`config.mk`:
```
export PLATFORM = sky130hd
export DESIGN_NAME = modbus_rtu_request_framer
export DESIGN_NICKNAME = d
export VERILOG_FILES = /design/src/rtl/mbrtu_pkg.sv /design/src/rtl/modbus_rtu_request_framer.sv /design/src/rtl/mbrtu_front.sv /design/src/rtl/mbrtu_queue.sv /design/src/rtl/mbrtu_back.sv
export SDC_FILE = /design/constraint.sdc
export NUM_CORES = 1
export LEC_CHECK = 0
export BUFFER_PORTS_ARGS = -buffer_cell sky130_fd_sc_hd__clkbuf_2
export CORE_MARGIN = 4
export CORE_UTILIZATION = 34
export CTS_CLUSTER_DIAMETER = 60
export DETAILED_ROUTE_END_ITERATION = 6
export PLACE_DENSITY = 0.53
export SYNTH_ARGS = -nofsm -noshare
export SYNTH_HDL_FRONTEND = slang
export SYNTH_SLANG_ARGS = --single-unit
```
`constraint.sdc`:
```
create_clock -name i_clk -period 12.4 [get_ports i_clk]
set_input_delay 1.86 -clock i_clk [delete_from_list [all_inputs] [get_ports i_clk]]
set_output_delay 1.86 -clock i_clk [all_outputs]
set_load 0.05 [all_outputs]
```
`src/rtl/mbrtu_pkg.sv`:
```
`default_nettype none

package mbrtu_pkg;

    localparam int MAX_PAYLOAD_DEF = 240;
    localparam int QUEUE_DEPTH     = 2;

    localparam logic [7:0]  SLAVE_MAX    = 8'd247;
    localparam logic [15:0] CRC_INIT     = 16'hFFFF;
    localparam logic [15:0] CRC_POLY     = 16'hA001;
    localparam logic [11:0] REPLY_WR_LEN = 12'd8;

    localparam logic [7:0] FC_RD_COILS    = 8'd1;
    localparam logic [7:0] FC_RD_DISCRETE = 8'd2;
    localparam logic [7:0] FC_RD_HOLDING  = 8'd3;
    localparam logic [7:0] FC_RD_INPUT    = 8'd4;
    localparam logic [7:0] FC_WR_COIL     = 8'd5;
    localparam logic [7:0] FC_WR_REG      = 8'd6;
    localparam logic [7:0] FC_WR_COILS    = 8'd15;
    localparam logic [7:0] FC_WR_REGS     = 8'd16;

    localparam logic [1:0] AREA_COILS    = 2'd0;
    localparam logic [1:0] AREA_DISCRETE = 2'd1;
    localparam logic [1:0] AREA_INPUT    = 2'd2;
    localparam logic [1:0] AREA_HOLDING  = 2'd3;

    localparam int CMD_BYTES = 7;

    // one unit of work for the back end
    typedef struct packed {
        logic                          init;
        logic                          err;
        logic                          fin;
        logic [2:0]                    nbytes;
        logic [11:0]                   rlen;
        logic [CMD_BYTES-1:0][7:0]     bytes;
    } t_cmd;

    function automatic logic [15:0] crc_byte(input logic [15:0] c, input logic [7:0] b);
        logic [15:0] v;
        v = c ^ {8'h00, b};
        for (int k = 0; k < 8; k++) begin
            v = v[0] ? ((v >> 1) ^ CRC_POLY) : (v >> 1);
        end
        return v;
    endfunction

endpackage

`default_nettype wire

```
`src/rtl/modbus_rtu_request_framer.sv`:
```
`default_nettype none

// Modbus RTU request framer. A header transaction (kind 0) is classified combinationally
// and its frame is eight bytes for a read (slave, function, address, count, CRC low,
// CRC high), four for a single write, seven for a multiple write, or one error result.
// Write payload transactions (kind 1) follow; the last one adds the two CRC bytes. The
// input side takes a transaction in every cycle while the two-entry command queue has
// room, so throughput is set by the output, one byte per cycle while the receiver is
// ready, with the CRC advanced by one byte in the same cycle. expected_len is shown with
// the final CRC byte; a rejected header gives a single result with param_error set.
module modbus_rtu_request_framer #(
    parameter int MAX_PAYLOAD = mbrtu_pkg::MAX_PAYLOAD_DEF
) (
    input  wire logic         i_clk,
    input  wire logic         i_rst_n,
    input  wire logic         i_in_valid,
    output logic              o_in_ready,
    input  wire logic         i_kind,
    input  wire logic [7:0]   i_slave,
    input  wire logic         i_is_write,
    input  wire logic [1:0]   i_area,
    input  wire logic [15:0]  i_start_addr,
    input  wire logic [15:0]  i_item_count,
    input  wire logic [7:0]   i_data_byte,
    output logic              o_out_valid,
    input  wire logic         i_out_ready,
    output logic [7:0]        o_frame_byte,
    output logic              o_last,
    output logic [11:0]       o_expected_len,
    output logic              o_param_error
);
    import mbrtu_pkg::*;

    t_cmd w_push_cmd;
    t_cmd w_head_cmd;
    logic w_push;
    logic w_pop;
    logic w_full;
    logic w_empty;

    mbrtu_front #(
        .MAX_PAYLOAD (MAX_PAYLOAD)
    ) u_front (
        .i_clk        (i_clk),
        .i_rst_n      (i_rst_n),
        .i_in_valid   (i_in_valid),
        .o_in_ready   (o_in_ready),
        .i_kind       (i_kind),
        .i_slave      (i_slave),
        .i_is_write   (i_is_write),
        .i_area       (i_area),
        .i_start_addr (i_start_addr),
        .i_item_count (i_item_count),
        .i_data_byte  (i_data_byte),
        .i_q_full     (w_full),
        .o_push       (w_push),
        .o_cmd        (w_push_cmd)
    );

    mbrtu_queue u_queue (
        .i_clk   (i_clk),
        .i_rst_n (i_rst_n),
        .i_push  (w_push),
        .i_cmd   (w_push_cmd),
        .o_full  (w_full),
        .i_pop   (w_pop),
        .o_empty (w_empty),
        .o_cmd   (w_head_cmd)
    );

    mbrtu_back u_back (
        .i_clk          (i_clk),
        .i_rst_n        (i_rst_n),
        .i_empty        (w_empty),
        .i_cmd          (w_head_cmd),
        .o_pop          (w_pop),
        .o_out_valid    (o_out_valid),
        .i_out_ready    (i_out_ready),
        .o_frame_byte   (o_frame_byte),
        .o_last         (o_last),
        .o_expected_len (o_expected_len),
        .o_param_error  (o_param_error)
    );

endmodule

`default_nettype wire

```
`src/rtl/mbrtu_front.sv`:
```
`default_nettype none

module mbrtu_front #(
    parameter int MAX_PAYLOAD = mbrtu_pkg::MAX_PAYLOAD_DEF
) (
    input  wire logic             i_clk,
    input  wire logic             i_rst_n,
    input  wire logic             i_in_valid,
    output logic                  o_in_ready,
    input  wire logic             i_kind,
    input  wire logic [7:0]       i_slave,
    input  wire logic             i_is_write,
    input  wire logic [1:0]       i_area,
    input  wire logic [15:0]      i_start_addr,
    input  wire logic [15:0]      i_item_count,
    input  wire logic [7:0]       i_data_byte,
    input  wire logic             i_q_full,
    output logic                  o_push,
    output mbrtu_pkg::t_cmd       o_cmd
);
    import mbrtu_pkg::*;

    localparam logic [1:0] MODE_IDLE = 2'd0;
    localparam logic [1:0] MODE_DATA = 2'd1;
    localparam logic [1:0] MODE_COIL = 2'd2;

    localparam logic [16:0] CNT_LIMIT = 17'(8 * MAX_PAYLOAD);
    localparam logic [16:0] PAY_LIMIT = 17'(MAX_PAYLOAD);

    logic [1:0]  r_mode, n_mode;
    logic [7:0]  r_left, n_left;
    logic [7:0]  r_mask, n_mask;
    logic [11:0] r_rlen, n_rlen;

    logic        w_accept;
    logic [16:0] w_cnt;
    logic [16:0] w_coil_bytes;
    logic [16:0] w_reg_bytes;
    logic        w_err;
    logic [7:0]  w_fc;
    logic [7:0]  w_nbytes;

    assign o_in_ready   = !i_q_full;
    assign w_accept     = i_in_valid && o_in_ready;
    assign w_cnt        = {1'b0, i_item_count};
    assign w_coil_bytes = (w_cnt + 17'd7) >> 3;
    assign w_reg_bytes  = {i_item_count, 1'b0};

    // header classification
    always_comb begin
        w_err    = (i_slave > SLAVE_MAX) || (w_cnt == 17'd0) || (w_cnt > CNT_LIMIT);
        w_fc     = FC_RD_COILS;
        w_nbytes = 8'd0;
        if (!i_is_write) begin
            unique case (i_area)
                AREA_COILS:    w_fc = FC_RD_COILS;
                AREA_DISCRETE: w_fc = FC_RD_DISCRETE;
                AREA_INPUT:    w_fc = FC_RD_INPUT;
                AREA_HOLDING:  w_fc = FC_RD_HOLDING;
                default:       w_fc = FC_RD_COILS;
            endcase
        end else if (i_area == AREA_COILS) begin
            w_fc     = (w_cnt == 17'd1) ? FC_WR_COIL : FC_WR_COILS;
            w_nbytes = w_coil_bytes[7:0];
            if (w_fc == FC_WR_COILS && w_coil_bytes > PAY_LIMIT) begin
                w_err = 1'b1;
            end
        end else if (i_area == AREA_HOLDING) begin
            w_fc     = (w_cnt == 17'd1) ? FC_WR_REG : FC_WR_REGS;
            w_nbytes = w_reg_bytes[7:0];
            if (w_fc == FC_WR_REGS && w_reg_bytes > PAY_LIMIT) begin
                w_err = 1'b1;
            end
        end else begin
            w_err = 1'b1;
        end
    end

    always_comb begin
        n_mode = r_mode;
        n_left = r_left;
        n_mask = r_mask;
        n_rlen = r_rlen;
        o_push = 1'b0;
        o_cmd  = '0;
        o_cmd.rlen = r_rlen;
        if (w_accept) begin
            if (!i_kind) begin
                n_mode = MODE_IDLE;
                n_left = 8'd0;
                n_mask = 8'hFF;
                o_push = 1'b1;
                o_cmd.init = 1'b1;
                o_cmd.bytes[0] = i_slave;
                o_cmd.bytes[1] = w_fc;
                o_cmd.bytes[2] = i_start_addr[15:8];
                o_cmd.bytes[3] = i_start_addr[7:0];
                o_cmd.bytes[4] = i_item_count[15:8];
                o_cmd.bytes[5] = i_item_count[7:0];
                o_cmd.bytes[6] = w_nbytes;
                if (w_err) begin
                    n_rlen       = 12'd0;
                    o_cmd.err    = 1'b1;
                    o_cmd.bytes  = '0;
                end else if (!i_is_write) begin
                    n_rlen       = (i_area == AREA_COILS || i_area == AREA_DISCRETE)
                                   ? 12'(w_coil_bytes + 17'd5) : 12'(w_reg_bytes + 17'd5);
                    o_cmd.nbytes = 3'd6;
                    o_cmd.fin    = 1'b1;
                end else if (w_fc == FC_WR_COIL) begin
                    n_rlen       = REPLY_WR_LEN;
                    n_mode       = MODE_COIL;
                    n_left       = 8'd1;
                    o_cmd.nbytes = 3'd4;
                end else if (w_fc == FC_WR_REG) begin
                    n_rlen       = REPLY_WR_LEN;
                    n_mode       = MODE_DATA;
                    n_left       = 8'd2;
                    o_cmd.nbytes = 3'd4;
                end else begin
                    n_rlen       = REPLY_WR_LEN;
                    n_mode       = MODE_DATA;
                    n_left       = w_nbytes;
                    o_cmd.nbytes = 3'd7;
                    if (w_fc == FC_WR_COILS && i_item_count[2:0] != 3'd0) begin
                        n_mask = 8'((9'd1 << i_item_count[2:0]) - 9'd1);
                    end
                end
                o_cmd.rlen = n_rlen;
            end else begin
                unique case (r_mode)
                    MODE_COIL: begin
                        o_push         = 1'b1;
                        o_cmd.bytes[0] = i_data_byte[0] ? 8'hFF : 8'h00;
                        o_cmd.bytes[1] = 8'h00;
                        o_cmd.nbytes   = 3'd2;
                        o_cmd.fin      = 1'b1;
                        n_mode         = MODE_IDLE;
                        n_left         = 8'd0;
                        n_mask         = 8'hFF;
                    end
                    MODE_DATA: begin
                        o_push       = 1'b1;
                        o_cmd.nbytes = 3'd1;
                        if (r_left <= 8'd1) begin
                            o_cmd.bytes[0] = i_data_byte & r_mask;
                            o_cmd.fin      = 1'b1;
                            n_mode         = MODE_IDLE;
                            n_left         = 8'd0;
                            n_mask         = 8'hFF;
                        end else begin
                            o_cmd.bytes[0] = i_data_byte;
                            n_left         = r_left - 8'd1;
                        end
                    end
                    default: begin
                        o_push = 1'b0;
                    end
                endcase
            end
        end
    end

    always_ff @(posedge i_clk) begin
        if (!i_rst_n) begin
            r_mode <= MODE_IDLE;
            r_left <= 8'd0;
            r_mask <= 8'hFF;
            r_rlen <= 12'd0;
        end else begin
            r_mode <= n_mode;
            r_left <= n_left;
            r_mask <= n_mask;
            r_rlen <= n_rlen;
        end
    end

endmodule

`default_nettype wire

```
`src/rtl/mbrtu_queue.sv`:
```
`default_nettype none

module mbrtu_queue (
    input  wire logic             i_clk,
    input  wire logic             i_rst_n,
    input  wire logic             i_push,
    input  wire mbrtu_pkg::t_cmd  i_cmd,
    output logic                  o_full,
    input  wire logic             i_pop,
    output logic                  o_empty,
    output mbrtu_pkg::t_cmd       o_cmd
);
    import mbrtu_pkg::*;

    localparam int PW = (QUEUE_DEPTH > 1) ? $clog2(QUEUE_DEPTH) : 1;
    localparam int CW = $clog2(QUEUE_DEPTH + 1);

    t_cmd            r_mem [QUEUE_DEPTH];
    logic [PW-1:0]   r_wp, r_rp;
    logic [CW-1:0]   r_cnt;

    assign o_full  = (r_cnt == CW'(QUEUE_DEPTH));
    assign o_empty = (r_cnt == '0);
    assign o_cmd   = r_mem[r_rp];

    always_ff @(posedge i_clk) begin
        if (i_push) begin
            r_mem[r_wp] <= i_cmd;
        end
    end

    always_ff @(posedge i_clk) begin
        if (!i_rst_n) begin
            r_wp  <= '0;
            r_rp  <= '0;
            r_cnt <= '0;
        end else begin
            if (i_push) begin
                r_wp <= (r_wp == PW'(QUEUE_DEPTH - 1)) ? '0 : r_wp + 1'b1;
            end
            if (i_pop) begin
                r_rp <= (r_rp == PW'(QUEUE_DEPTH - 1)) ? '0 : r_rp + 1'b1;
            end
            case ({i_push, i_pop})
                2'b10:   r_cnt <= r_cnt + 1'b1;
                2'b01:   r_cnt <= r_cnt - 1'b1;
                default: r_cnt <= r_cnt;
            endcase
        end
    end

endmodule

`default_nettype wire

```
`src/rtl/mbrtu_back.sv`:
```
`default_nettype none

module mbrtu_back (
    input  wire logic             i_clk,
    input  wire logic             i_rst_n,
    input  wire logic             i_empty,
    input  wire mbrtu_pkg::t_cmd  i_cmd,
    output logic                  o_pop,
    output logic                  o_out_valid,
    input  wire logic             i_out_ready,
    output logic [7:0]            o_frame_byte,
    output logic                  o_last,
    output logic [11:0]           o_expected_len,
    output logic                  o_param_error
);
    import mbrtu_pkg::*;

    logic [15:0] r_crc, n_crc;
    logic [3:0]  r_pos;
    logic        r_ov;
    logic [7:0]  r_byte;
    logic        r_last;
    logic [11:0] r_rlen;
    logic        r_err;

    logic        w_adv;
    logic [3:0]  w_total;
    logic        w_final;
    logic [15:0] w_base;
    logic [7:0]  w_byte;
    logic        w_last;
    logic [11:0] w_rlen;
    logic        w_err;

    assign w_adv   = !i_empty && (!r_ov || i_out_ready);
    assign w_total = {1'b0, i_cmd.nbytes} + (i_cmd.fin ? 4'd2 : 4'd0);
    assign w_final = i_cmd.err || (r_pos == w_total - 4'd1);
    assign w_base  = (r_pos == 4'd0 && i_cmd.init) ? CRC_INIT : r_crc;
    assign o_pop   = w_adv && w_final;

    // one frame byte per step, crc trails the data bytes
    always_comb begin
        w_byte = 8'h00;
        w_last = 1'b0;
        w_rlen = 12'd0;
        w_err  = 1'b0;
        n_crc  = r_crc;
        if (i_cmd.err) begin
            w_last = 1'b1;
            w_err  = 1'b1;
            n_crc  = CRC_INIT;
        end else if (r_pos < {1'b0, i_cmd.nbytes}) begin
            w_byte = i_cmd.bytes[r_pos[2:0]];
            n_crc  = crc_byte(w_base, w_byte);
        end else if (r_pos == {1'b0, i_cmd.nbytes}) begin
            w_byte = w_base[7:0];
            n_crc  = w_base;
        end else begin
            w_byte = w_base[15:8];
            w_last = 1'b1;
            w_rlen = i_cmd.rlen;
            n_crc  = CRC_INIT;
        end
    end

    always_ff @(posedge i_clk) begin
        if (!i_rst_n) begin
            r_crc <= CRC_INIT;
            r_pos <= 4'd0;
            r_ov  <= 1'b0;
        end else begin
            if (w_adv) begin
                r_crc <= n_crc;
                r_pos <= w_final ? 4'd0 : r_pos + 4'd1;
                r_ov  <= 1'b1;
            end else if (i_out_ready) begin
                r_ov  <= 1'b0;
            end
        end
    end

    always_ff @(posedge i_clk) begin
        if (w_adv) begin
            r_byte <= w_byte;
            r_last <= w_last;
            r_rlen <= w_rlen;
            r_err  <= w_err;
        end
    end

    assign o_out_valid    = r_ov;
    assign o_frame_byte   = r_byte;
    assign o_last         = r_last;
    assign o_expected_len = r_rlen;
    assign o_param_error  = r_err;

endmodule

`default_nettype wire

```
==> results.md, run 1 <==
* Async SR Flop Fraction at 0
* Final Hold Viols at 0
* Power Density at between 150 and 200 nW/um^2
* Worst-Margin Slew at 1.087 ns
* Dominant synthesized flop cell: edfxtp_1
* Area growth syn-to-layout at 14.89%
* Setup TNS at 0 ns
* Number of synthesized register bits at 220
* I/O pins at 80
* Final HPWL DP at 19.14 mm
* Initial antenna violation count at 0
* Post-synth EDFFs at between 150 and 200
* Drt drc at 0
* Arr. time, crit path at roughly 5.8 ns
* Post-DP Area at about 12000 sq um
* Root Buffer: clkbuf_16
* Worst Path Max Fanout at between 40 and 50
* Final period util at 0.4443
* Synth area leader: edfxtp_1
* Yosys warnings at 0
* Number of max-cap violations at 0
* Layout cell share with drive strength beyond 1 at 0.1617
* Final Instance Area at 12720 sq um
* CP Class: primary input to flip-flop
* Hold Buf Count CTS at 0
* Reg2reg path depth at 12
* Vias at about 7600
* Die ar. at approximately 36000 sq um
* CTS buffer count at 27
* Relative slew margins at 0.2752
* Cts repair resizes at 0
* Seq/Total Area, Yosys at 0.5460
* Antenna-violating nets left at 0
* Number of diodes at 0
* Finished Layout Cells at 1480
* Wire length of the first global-routing pass at 43.55 mm
* Avg Cell Area, Syn at 11.57 sq um
* Max-slew violations at 0
* Die height at 188.5 microns
* Initial core utilization at 0.3473
* Nets at approximately 1100
* CP Data Required Time at around 13 ns
* Leakage at 4.617 nW
* Synth area leaders: edfxtp_1 (44%), dfxtp_1 (10%), xnor2_1 (3.5%)
* Synthesized cell area at 11070 sq um
* Core area at 31880 sq um
* Library cells used by synthesis at 76
* Die Span X at 188.5 microns
* WHS at 0.4478 ns
* WL/cell at roughly 19 microns
* Final Skew at 0.01289 ns
* Largest net degree at the start of global routing at around 70
* Synth Instances at 957
* Reg clk slew, reported paths at 0.05 ns
* Final-report setup violation count at 0
* Min Tclk post-route at 5.510 ns
* CTS tree: yes
* Worst setup SP type: primary input
* Initial DRC count at 450
* Yosys top cell area share at 0.4447
* Placed Cells at 1431
* Synth top cells by count: edfxtp_1 (164), nand2_1 (82), nor2_1 (70)
* Global route overflow at 0
* TritonRoute pass-1 iters at 5
* Hold Path Depth at 2
* Number of global-route vias before repair at between 7000 and 8000
* Global placer's final weighted congestion at 0.8469
* Setup bufs post-CTS at 0
* Buffers on Ports at 79
* Fmax at 181.5 MHz
* Clock Tree Buf Depth at 3
* Final WL at 28.02 mm
* Critical Path End Type: flip-flop
* Vias per inst at 5.149
* Top-count cell post-synth: edfxtp_1
* All-Layer GR Usage at 0.1532
* Hold Crit Class: flip-flop to flip-flop
* Clock sink count at 220
* Unrepaired setup endpoints after global routing: no
* Status: finished clean
* Row cnt at 65
* Clk_lat worst skew at between 0.5 and 0.6 ns
* Worst ir drop on vdd at 0.1104 mV
* H-tree levels at 1
## where the power goes
group          leakage [nW]  total, W  switching [W]  internal (W)
Sequential             2.02  0.000938      0.0000480      0.000890
Combinational          2.20  0.000825       0.000519      0.000306
Clock                 0.403  0.000734       0.000298      0.000437
## metal layers
layer	up-vias	global-route usage	share of wire
met3	35	0.02557	0.054
met1	3662	0.2258	0.48
li1	3715	-	-
met5	-	0	0
met2	209	0.2399	0.45
met4	0	0.03139	0.020
## logic make-up (layout without fill, tap and decap cells)
logic type / count (synthesis) / count (layout) / synth area share
AND/OR/NAND/NOR: 297 / 297 / 0.1316
flip-flops: 220 / 220 / 0.5460
AO/OA/AOI/OAI: 193 / 193 / 0.1184
buffers and inverters: 88 / 167 / 0.03311
XOR/XNOR: 67 / 67 / 0.05559
multiplexers: 65 / 65 / 0.08486
adder cells (fa/ha/maj): 26 / 26 / 0.03006
other: 1 / 10 / 0.0003387
## per-stage QoR
step	setup WS (ns)	total power [W]	util
after floorplan	6.505	0.001602	-
after global placement	6.619	0.001782	0.3730
after detailed placement	6.426	0.001785	0.3730
after CTS	6.937	0.002526	0.3991
after global routing	6.585	0.002634	0.3991
final	6.890	0.002498	0.3991
## final cells by class
type	count	area, sq um
Multi-Input combinational cell	658	4717
Clock inverter	10	90.09
Sequential cell	220	6047
Timing Repair Buffer	90	478.0
Fill cell	3139	19160
Clock buffer	39	740.7
Tap cell	435	544.3
Inverter	28	105.1
## worst paths after layout
path | start | endpoint | slack (ns)
worst max register to register | flip-flop | u_queue.r_cnt[1] | 7.76
worst max-delay path | i_item_count[1] | u_queue.r_mem[1][12] | 6.89
worst min register to register | u_front.r_mask[7] | u_front.r_mask[7] | 0.45
worst min-delay path | u_front.r_mask[7] | u_front.r_mask[7] | 0.45
## state kept, by name, indices dropped and copies added, names as in the netlist, named ones only
name	flops
u_queue.r_mem	142
u_back.o_last	1
u_back.o_expected_len	12
u_back.o_frame_byte	8
u_front.r_mode	2
u_back.r_pos	4
u_front.r_rlen	12
u_queue.r_wp	1
u_back.r_crc	16
u_back.o_param_error	1
u_front.r_mask	8
u_front.r_left	8
u_back.o_out_valid	1
u_queue.r_cnt	2
u_queue.r_rp	1
## cell usage in the layout, fill, tap and decap left out, types with 9 or more instances in the layout
master	netlist	routed
clkbuf_1	49	10
o211ai_1	17	17
o22ai_1	13	13
inv_1	26	26
and2_1	22	22
mux4_2	14	14
nor3_1	15	15
dfxtp_1	56	55
xor2_1	20	20
mux2i_1	35	35
nor2_1	70	68
clkbuf_2	0	79
xnor2_1	44	44
conb_1	1	10
edfxtp_1	164	164
o21a_1	9	9
and3_1	33	33
ha_1	25	25
mux2_2	9	9
a211oi_1	12	12
clkbuf_16	0	27
nand2_1	82	82
nand3_1	22	22
buf_4	2	11
a21oi_1	38	38
o21ai_0	45	45
## critical path: stages
cell and delay, ns:
clkbuf_2 0.22, inv_1 0.16, ha_1 0.24, a21boi_1 0.58
xnor2_1 0.29, inv_1 0.17, ha_1 0.17, inv_1 0.04
nor3_1 0.18, o311ai_1 0.23, a21oi_4 0.19, buf_4 0.43
nand2_1 0.35, inv_2 0.18, nand2_1 0.11, nor4b_1 0.37
No activity file was read; power rests on OpenSTA's default activity.
==> inputs of run 2 (changes only) <==
--- a/config.mk
+++ b/config.mk
@@ -5,12 +5,13 @@
 export SDC_FILE = /design/constraint.sdc
 export NUM_CORES = 1
 export LEC_CHECK = 0
+export ABC_AREA = 1
 export BUFFER_PORTS_ARGS = -buffer_cell sky130_fd_sc_hd__clkbuf_2
 export CORE_MARGIN = 4
 export CORE_UTILIZATION = 34
 export CTS_CLUSTER_DIAMETER = 60
 export DETAILED_ROUTE_END_ITERATION = 6
-export PLACE_DENSITY = 0.53
+export PLACE_DENSITY = 0.55
 export SYNTH_ARGS = -nofsm -noshare
 export SYNTH_HDL_FRONTEND = slang
 export SYNTH_SLANG_ARGS = --single-unit
==> constraint.sdc (replaced) <==
create_clock -name i_clk -period 5 [get_ports i_clk]
set_input_delay 0.75 -clock i_clk [delete_from_list [all_inputs] [get_ports i_clk]]
set_output_delay 0.75 -clock i_clk [all_outputs]
set_load 0.05 [all_outputs]
==> results.md, run 2 <==
* Vias per inst at 4.855
* Post-synthesis simple-gate area fraction at 0.2477
* Final period util at 0.7579
* Area growth syn-to-layout at 15.35%
* WL/cell at 16.16 microns
* Post-synthesis adder-cell area fraction at 0.02809
* Root Buffer: clkbuf_16
* Vias at 9740
* Initial DRC count at 649
* All-Layer GR Usage at 0.1677
* Worst-Margin Slew at 1.159 ns
* Biggest register: u_queue.r_mem
* Highest-count cells in the layout ignoring fill and taps: nand2_1 (346), inv_1 (200), edfxtp_1 (164), nor2_1 (154), nand3_1 (118)
* CP bufs+invs at 3
* Seq/Total Area, Yosys at 0.5102
* Number of diodes at 0
* Worst ir drop on vdd at 0.3074 mV
* Status: finished clean
* Antenna-violating nets left at 0
* Async SR Flop Fraction at 0
* Largest family of logic cells by synthesized area: simple AND/OR/NAND/NOR gates
* Commonest non-fill, non-tap cell in the layout: nand2_1
* Number of global-route vias before repair at 9704
* TritonRoute pass-1 iters at 5
* Clock Tree Buf Depth at 3
* CTS buffer count at 27
* Nets at 1612
* Worst Path Max Fanout at 17
* Synth Area in Compound Gates at 0.1064
* Stages on worst setup path at 15
* Final-report setup violation count at 0
* Library cells used by synthesis at 51
* Synthesized cell area at between 10000 and 15000 sq um
* Leakage at approximately 5.9 nW
* Initial antenna violation count at 0
* I/O pins at 80
* Xor and xnor area share after synthesis at 0.01542
* Drt drc at 0
* Clk_lat worst skew at 0.53 ns
* Max incr delay on CP at approximately 0.63 ns
* Clock sink count at 220
* Final Hold Viols at 0
* Hold Buf Count CTS at 0
* Die Span X at just under 200 microns
* Max FFs per register at 142
* Reg clk slew, reported paths at 0.06 ns
* Die ar. at ~38000 sq um
* Initial core utilization at 0.3439
* Post-synthesis mux area share at 0.003379
* Reg2reg path depth at 15
* R2r setup slk at 1.21 ns
* Top-count cell post-synth: nand2_1
* Setup TNS at 0 ns
* Setup bufs post-CTS at 0
* Layout cell share with drive strength beyond 1 at 0.1186
* Yosys warnings at 0
* Synth area leaders: edfxtp_1 (42%), nand2_1 (11%), dfxtp_1 (9.5%)
* Arr. time, crit path at 4.24 ns
* Global placer's final weighted congestion at between 0.8 and 0.9
* Critical path, cell by cell: buf_4 > mux2i_1 > fa_1 > a221oi_1 > o221ai_1 > a21oi_1 > or2_2 > nand2_1 > inv_1 > ha_1 > inv_1 > nand2_1 > nor2_1 > o21ai_0 > a21oi_1
* Final HPWL DP at 22.86 mm
* Wire length of the first global-routing pass at around 52 mm
* CP Data Required Time at ~5.5 ns
* Synth top cells by count: nand2_1 (346), inv_1 (201), edfxtp_1 (164)
* CP max-delay cell: dfxtp_2
* Die height at 194.7 microns
* Min Tclk post-route at 3.790 ns
* H-tree levels at 1
* Number of synthesized register bits at 220
* Yosys top cell area share at 0.4156
* Largest net degree at the start of global routing at 55
* Hold Path Depth at 2
* Post-synth EDFFs at 164
* Synth Instances at ~1500
* Max-slew violations at 0
* CTS tree: yes
* Number of max-cap violations at 0
* Final WL at 32.41 mm
* Relative slew margins at 0.2259
* CP Class: flip-flop to flip-flop
* Buffers on Ports at slightly below 80
* Largest registers: u_queue.r_mem x142, u_back.r_crc x16
* Core area at 34460 sq um
* Fmax at roughly 260 MHz
* Fill count at approximately 3500
* Final Skew at 0.01243 ns
* Worst setup SP type: flip-flop
* Global route overflow at 0
* Dominant synthesized flop cell: edfxtp_1
* Unrepaired setup endpoints after global routing: no
* Critical Path End Type: flip-flop
* Power Density at ~570 nW/um^2
* Synth area leader: edfxtp_1
* Row cnt at ~70
* Cts repair resizes at 0
* Top Family by Delay on Critical Path: compound AO/OA/AOI/OAI gates
* Avg Cell Area, Syn at 8.172 sq um
* Final Instance Area at 13670 sq um
* Post-DP Area at 12770 sq um
* Hold Crit Class: flip-flop to flip-flop
-- run 2: changes by cell type in the layout (fill, tap and decap cells not counted), moves of 20 or more --
cell / before / now
a21oi_1: 38 / 92
and2_1: 22 / 2
nand3_1: 22 / 118
and3_1: 33 / 0
nor2_1: 68 / 154
mux2i_1: 35 / 4
o21ai_0: 45 / 98
inv_1: 26 / 200
xnor2_1: 44 / 7
nand2_1: 82 / 346
-- run 2: kinds of logic after synthesis --
family	count (synthesis)
xor+xnor	20
mux	4
other cells	1
buf+inv	264
compound gates	232
simple gates	683
fa+ha+maj	26
flops	220
-- run 2: power by group --
part	internal [W]	switching, W
clock network	0.00115	0.000761
logic	0.000923	0.00234
registers	0.00241	0.000151
-- run 2: path summary, 6_finish.rpt --
check,endpoint,startpoint
hold reg to reg,u_front.r_mask[0],u_front.r_mask[0]
setup reg to reg,u_queue.r_cnt[1],flip-flop
setup / recovery,u_queue.r_cnt[1],flip-flop
hold / removal,u_front.r_mask[0],u_front.r_mask[0]
-- run 2: stage by stage --
stage / instances / hold WS [ns] / power [W] / utilization / setup WS (ns)
final: 2006 / 0.4338 / 0.007731 / 0.3967 / 1.210
after global routing: 2006 / 0.4644 / 0.008307 / 0.3967 / 0.8588
after CTS: 2006 / 0.4309 / 0.007794 / 0.3967 / 1.196
after detailed placement: 1956 / 0.4150 / 0.005858 / 0.3707 / 0.7596
after global placement: 1956 / 0.4087 / 0.005818 / 0.3707 / 0.9157
after floorplan: 1459 / 0.3992 / 0.004970 / - / 0.2140
-- run 2: layout make-up --
type                    instances  area [sq um]  area share
flip-flops and latches        220          6047      0.4424
multi-input cells             975          4822      0.3528
inverters                     210         788.3     0.05767
clock buffers                  38         787.0     0.05757
well taps                     455         569.3     0.04165
repair buffers                 96         548.0     0.04009
clock inverters                12         107.6    0.007872
-- run 2: per-layer routing --
layer	GRT usage	vias up	wire length [microns]
met5	0	-	0
met3	0.01941	45	1515
li1	-	4909	-
met4	0.03984	0	741
met2	0.2813	230	15150
met1	0.2337	4556	15000
-- run 2: worst min-delay path: stages (launching register included) --
cell	delay, ns
dfxtp_1	0.31
inv_1	0.05
nand2_1	0.05
==> inputs of run 3 (changes only) <==
==> constraint.sdc (replaced) <==
create_clock -name i_clk -period 3.4 [get_ports i_clk]
set_input_delay 0.51 -clock i_clk [delete_from_list [all_inputs] [get_ports i_clk]]
set_output_delay 0.51 -clock i_clk [all_outputs]
set_load 0.05 [all_outputs]
==> results.md, run 3 (synthesized netlist as in run 2, its figures left out) <==
* R2r setup slk at 0.27 ns
* Sw frac at 0.4196
* Post-layout util at 0.4026
* Clock Tree Buf Depth at 3
* Final Instance Area at 13870 sq um
* Sequential fraction of design power at 0.328
* Post-DP Area at 13030 sq um
* CTS tree: yes
* DP Worst Slack at 0.09599 ns
* Setup TNS at 0 ns
* Antenna-violating nets left at 0
* Final Skew at 0.01205 ns
* CTS buffer count at 27
* Wire length of the first global-routing pass at between 50 and 60 mm
* Min Tclk post-route at roughly 3.1 ns
* Worst Path Max Fanout at 4
* Critical path, cell by cell: mux2i_1 > ha_1 > inv_1 > ha_1 > fa_1 > a221oi_1 > o221ai_1 > a21oi_1 > or2_2 > nand2_1 > inv_1 > ha_1 > inv_1 > nand2_1 > nor2_1 > o21ai_0 > a21oi_1
* Final Worst Setup Slack at 0.2671 ns
* Final-report setup violation count at 0
* WL/cell at about 16 microns
* Commonest non-fill, non-tap cell in the layout: nand2_1
* Hold Crit Class: primary input to flip-flop
* All-Layer GR Usage at 0.1687
* Initial DRC count at 795
* Reg clk slew, reported paths at approximately 0.060 ns
* Worst-Margin Slew at 1.006 ns
* Number of diodes at 0
* Max incr delay on CP at 0.42 ns
* Highest-count cells in the layout ignoring fill and taps: nand2_1 (346), inv_1 (200), edfxtp_1 (164), nor2_1 (153), nand3_1 (118)
* Clk_lat worst skew at roughly 0.52 ns
* Final period util at 0.9215
* Clock power share at 0.234
* Die height at slightly below 200 microns
* Initial antenna violation count at 0
* Row cnt at 68
* Critical Path End Type: flip-flop
* Biggest register: u_queue.r_mem
* Max FFs per register at 142
* TritonRoute pass-1 iters at 6
* Die ar. at 37900 sq um
* Vias per inst at 4.891
* Root Buffer: clkbuf_16
* Global route overflow at 0
* CP max-delay cell: fa_1
* Clock sink count at 220
* Global placer's final weighted congestion at 0.8965
* Unrepaired setup endpoints after global routing: no
* I/O pins at 80
* Worst setup SP type: flip-flop
* Nets at 1643
* Largest net degree at the start of global routing at 71
* Switching power total at about 0.0048 W
* Final HPWL DP at between 20 and 25 mm
* Relative slew margins at 0.3272
* Buffers on Ports at 79
* Pint at 0.006573 W
* Arr. time, crit path at 3.59 ns
* Die Span X at 194.7 microns
* Core area at 34460 sq um
* Vias at 9953
* Number of max-cap violations at 0
* Setup bufs post-CTS at 0
* Final Hold Viols at 0
* Fmax at 319.2 MHz
* CP Class: flip-flop to flip-flop
* Number of global-route vias before repair at 9535
* Final WL at 32.73 mm
* Layout cell share with drive strength beyond 1 at 0.1329
* Area growth syn-to-layout at 17.06%
* CP Data Required Time at 3.86 ns
* Comb power frac at 0.437
* Status: finished clean
* H-tree levels at 1
* Max-slew violations at 0
* Drt drc at 0
* Leakage at 6.041 nW
* Largest registers: u_queue.r_mem x142, u_back.r_crc x16
* Worst ir drop on vdd at 0.4116 mV
* Power Density at 816.4 nW/um^2
* Initial core utilization at 0.3439
[run 3: cell count changes in the layout (fill, tap and decap cells not counted), sizes merged]
cell / before / now
buf: 17 / 48
clkinvlp: 5 / 3
clkbuf: 117 / 116
clkinv: 8 / 9
[run 3: area by class of cell]
type                    instances  area, sq um
multi-input cells             975         4828
inverters                     210        788.3
clock inverters                11        92.59
flip-flops and latches        220         6047
well taps                     455        569.3
repair buffers                127        813.3
clock buffers                  37        733.2
fillers                      3512        20590
[run 3: power groups by stage]
stage	Clock, W	Sequential, W	Combinational, W
finish	0.00266	0.00372	0.00495
global route	0.00283	0.00377	0.00558
global placement	0	0.00376	0.00492
CTS	0.00272	0.00372	0.00498
floorplan	0	0.00424	0.00309
detailed placement	0	0.00377	0.00496
[run 3: worst max-delay path, delay by kind of cell, from the launching register on]
kind / cells / cell delay (ns)
adder cells (fa/ha/maj): 4 / 1.07
multiplexers: 1 / 0.26
AND/OR/NAND/NOR: 4 / 0.32
flip-flops: 1 / 0.36
buffers and inverters: 3 / 0.26
AO/OA/AOI/OAI: 5 / 0.77
[run 3: repair_timing]
item / in CTS / in global routing
hold buffers: 0 / 0
setup endpoints to repair: 0 / 4
resized for setup: 0 / 4
[run 3: path summary, 6_finish.rpt]
kind	startpoint	to	depth (start not counted)
max	flip-flop	u_queue.r_cnt[1]	17
min	i_start_addr[10]	u_queue.r_mem[0][18]	3
max reg2reg	flip-flop	u_queue.r_cnt[1]	17
min reg2reg	u_front.r_mask[0]	u_front.r_mask[0]	2
[run 3: per-layer routing]
layer / global-route usage / part of all wire / vias up
li1: - / - / 4987
met1: 0.2418 / 0.47 / 4650
met2: 0.2770 / 0.46 / 272
met3: 0.02236 / 0.051 / 44
met4: 0.03125 / 0.016 / 0
met5: 0 / 0 / -
[run 3: stage by stage]
stage	std cells	total power [W]	hold slack (ns)
2_1_floorplan	1459	0.007326	0.3992
3_3_place_gp	1987	0.008680	0.4120
3_5_place_dp	1987	0.008730	0.4133
4_1_cts	2035	0.01142	0.2976
5_1_grt	2035	0.01218	0.3027
6_report	2035	0.01132	0.3236
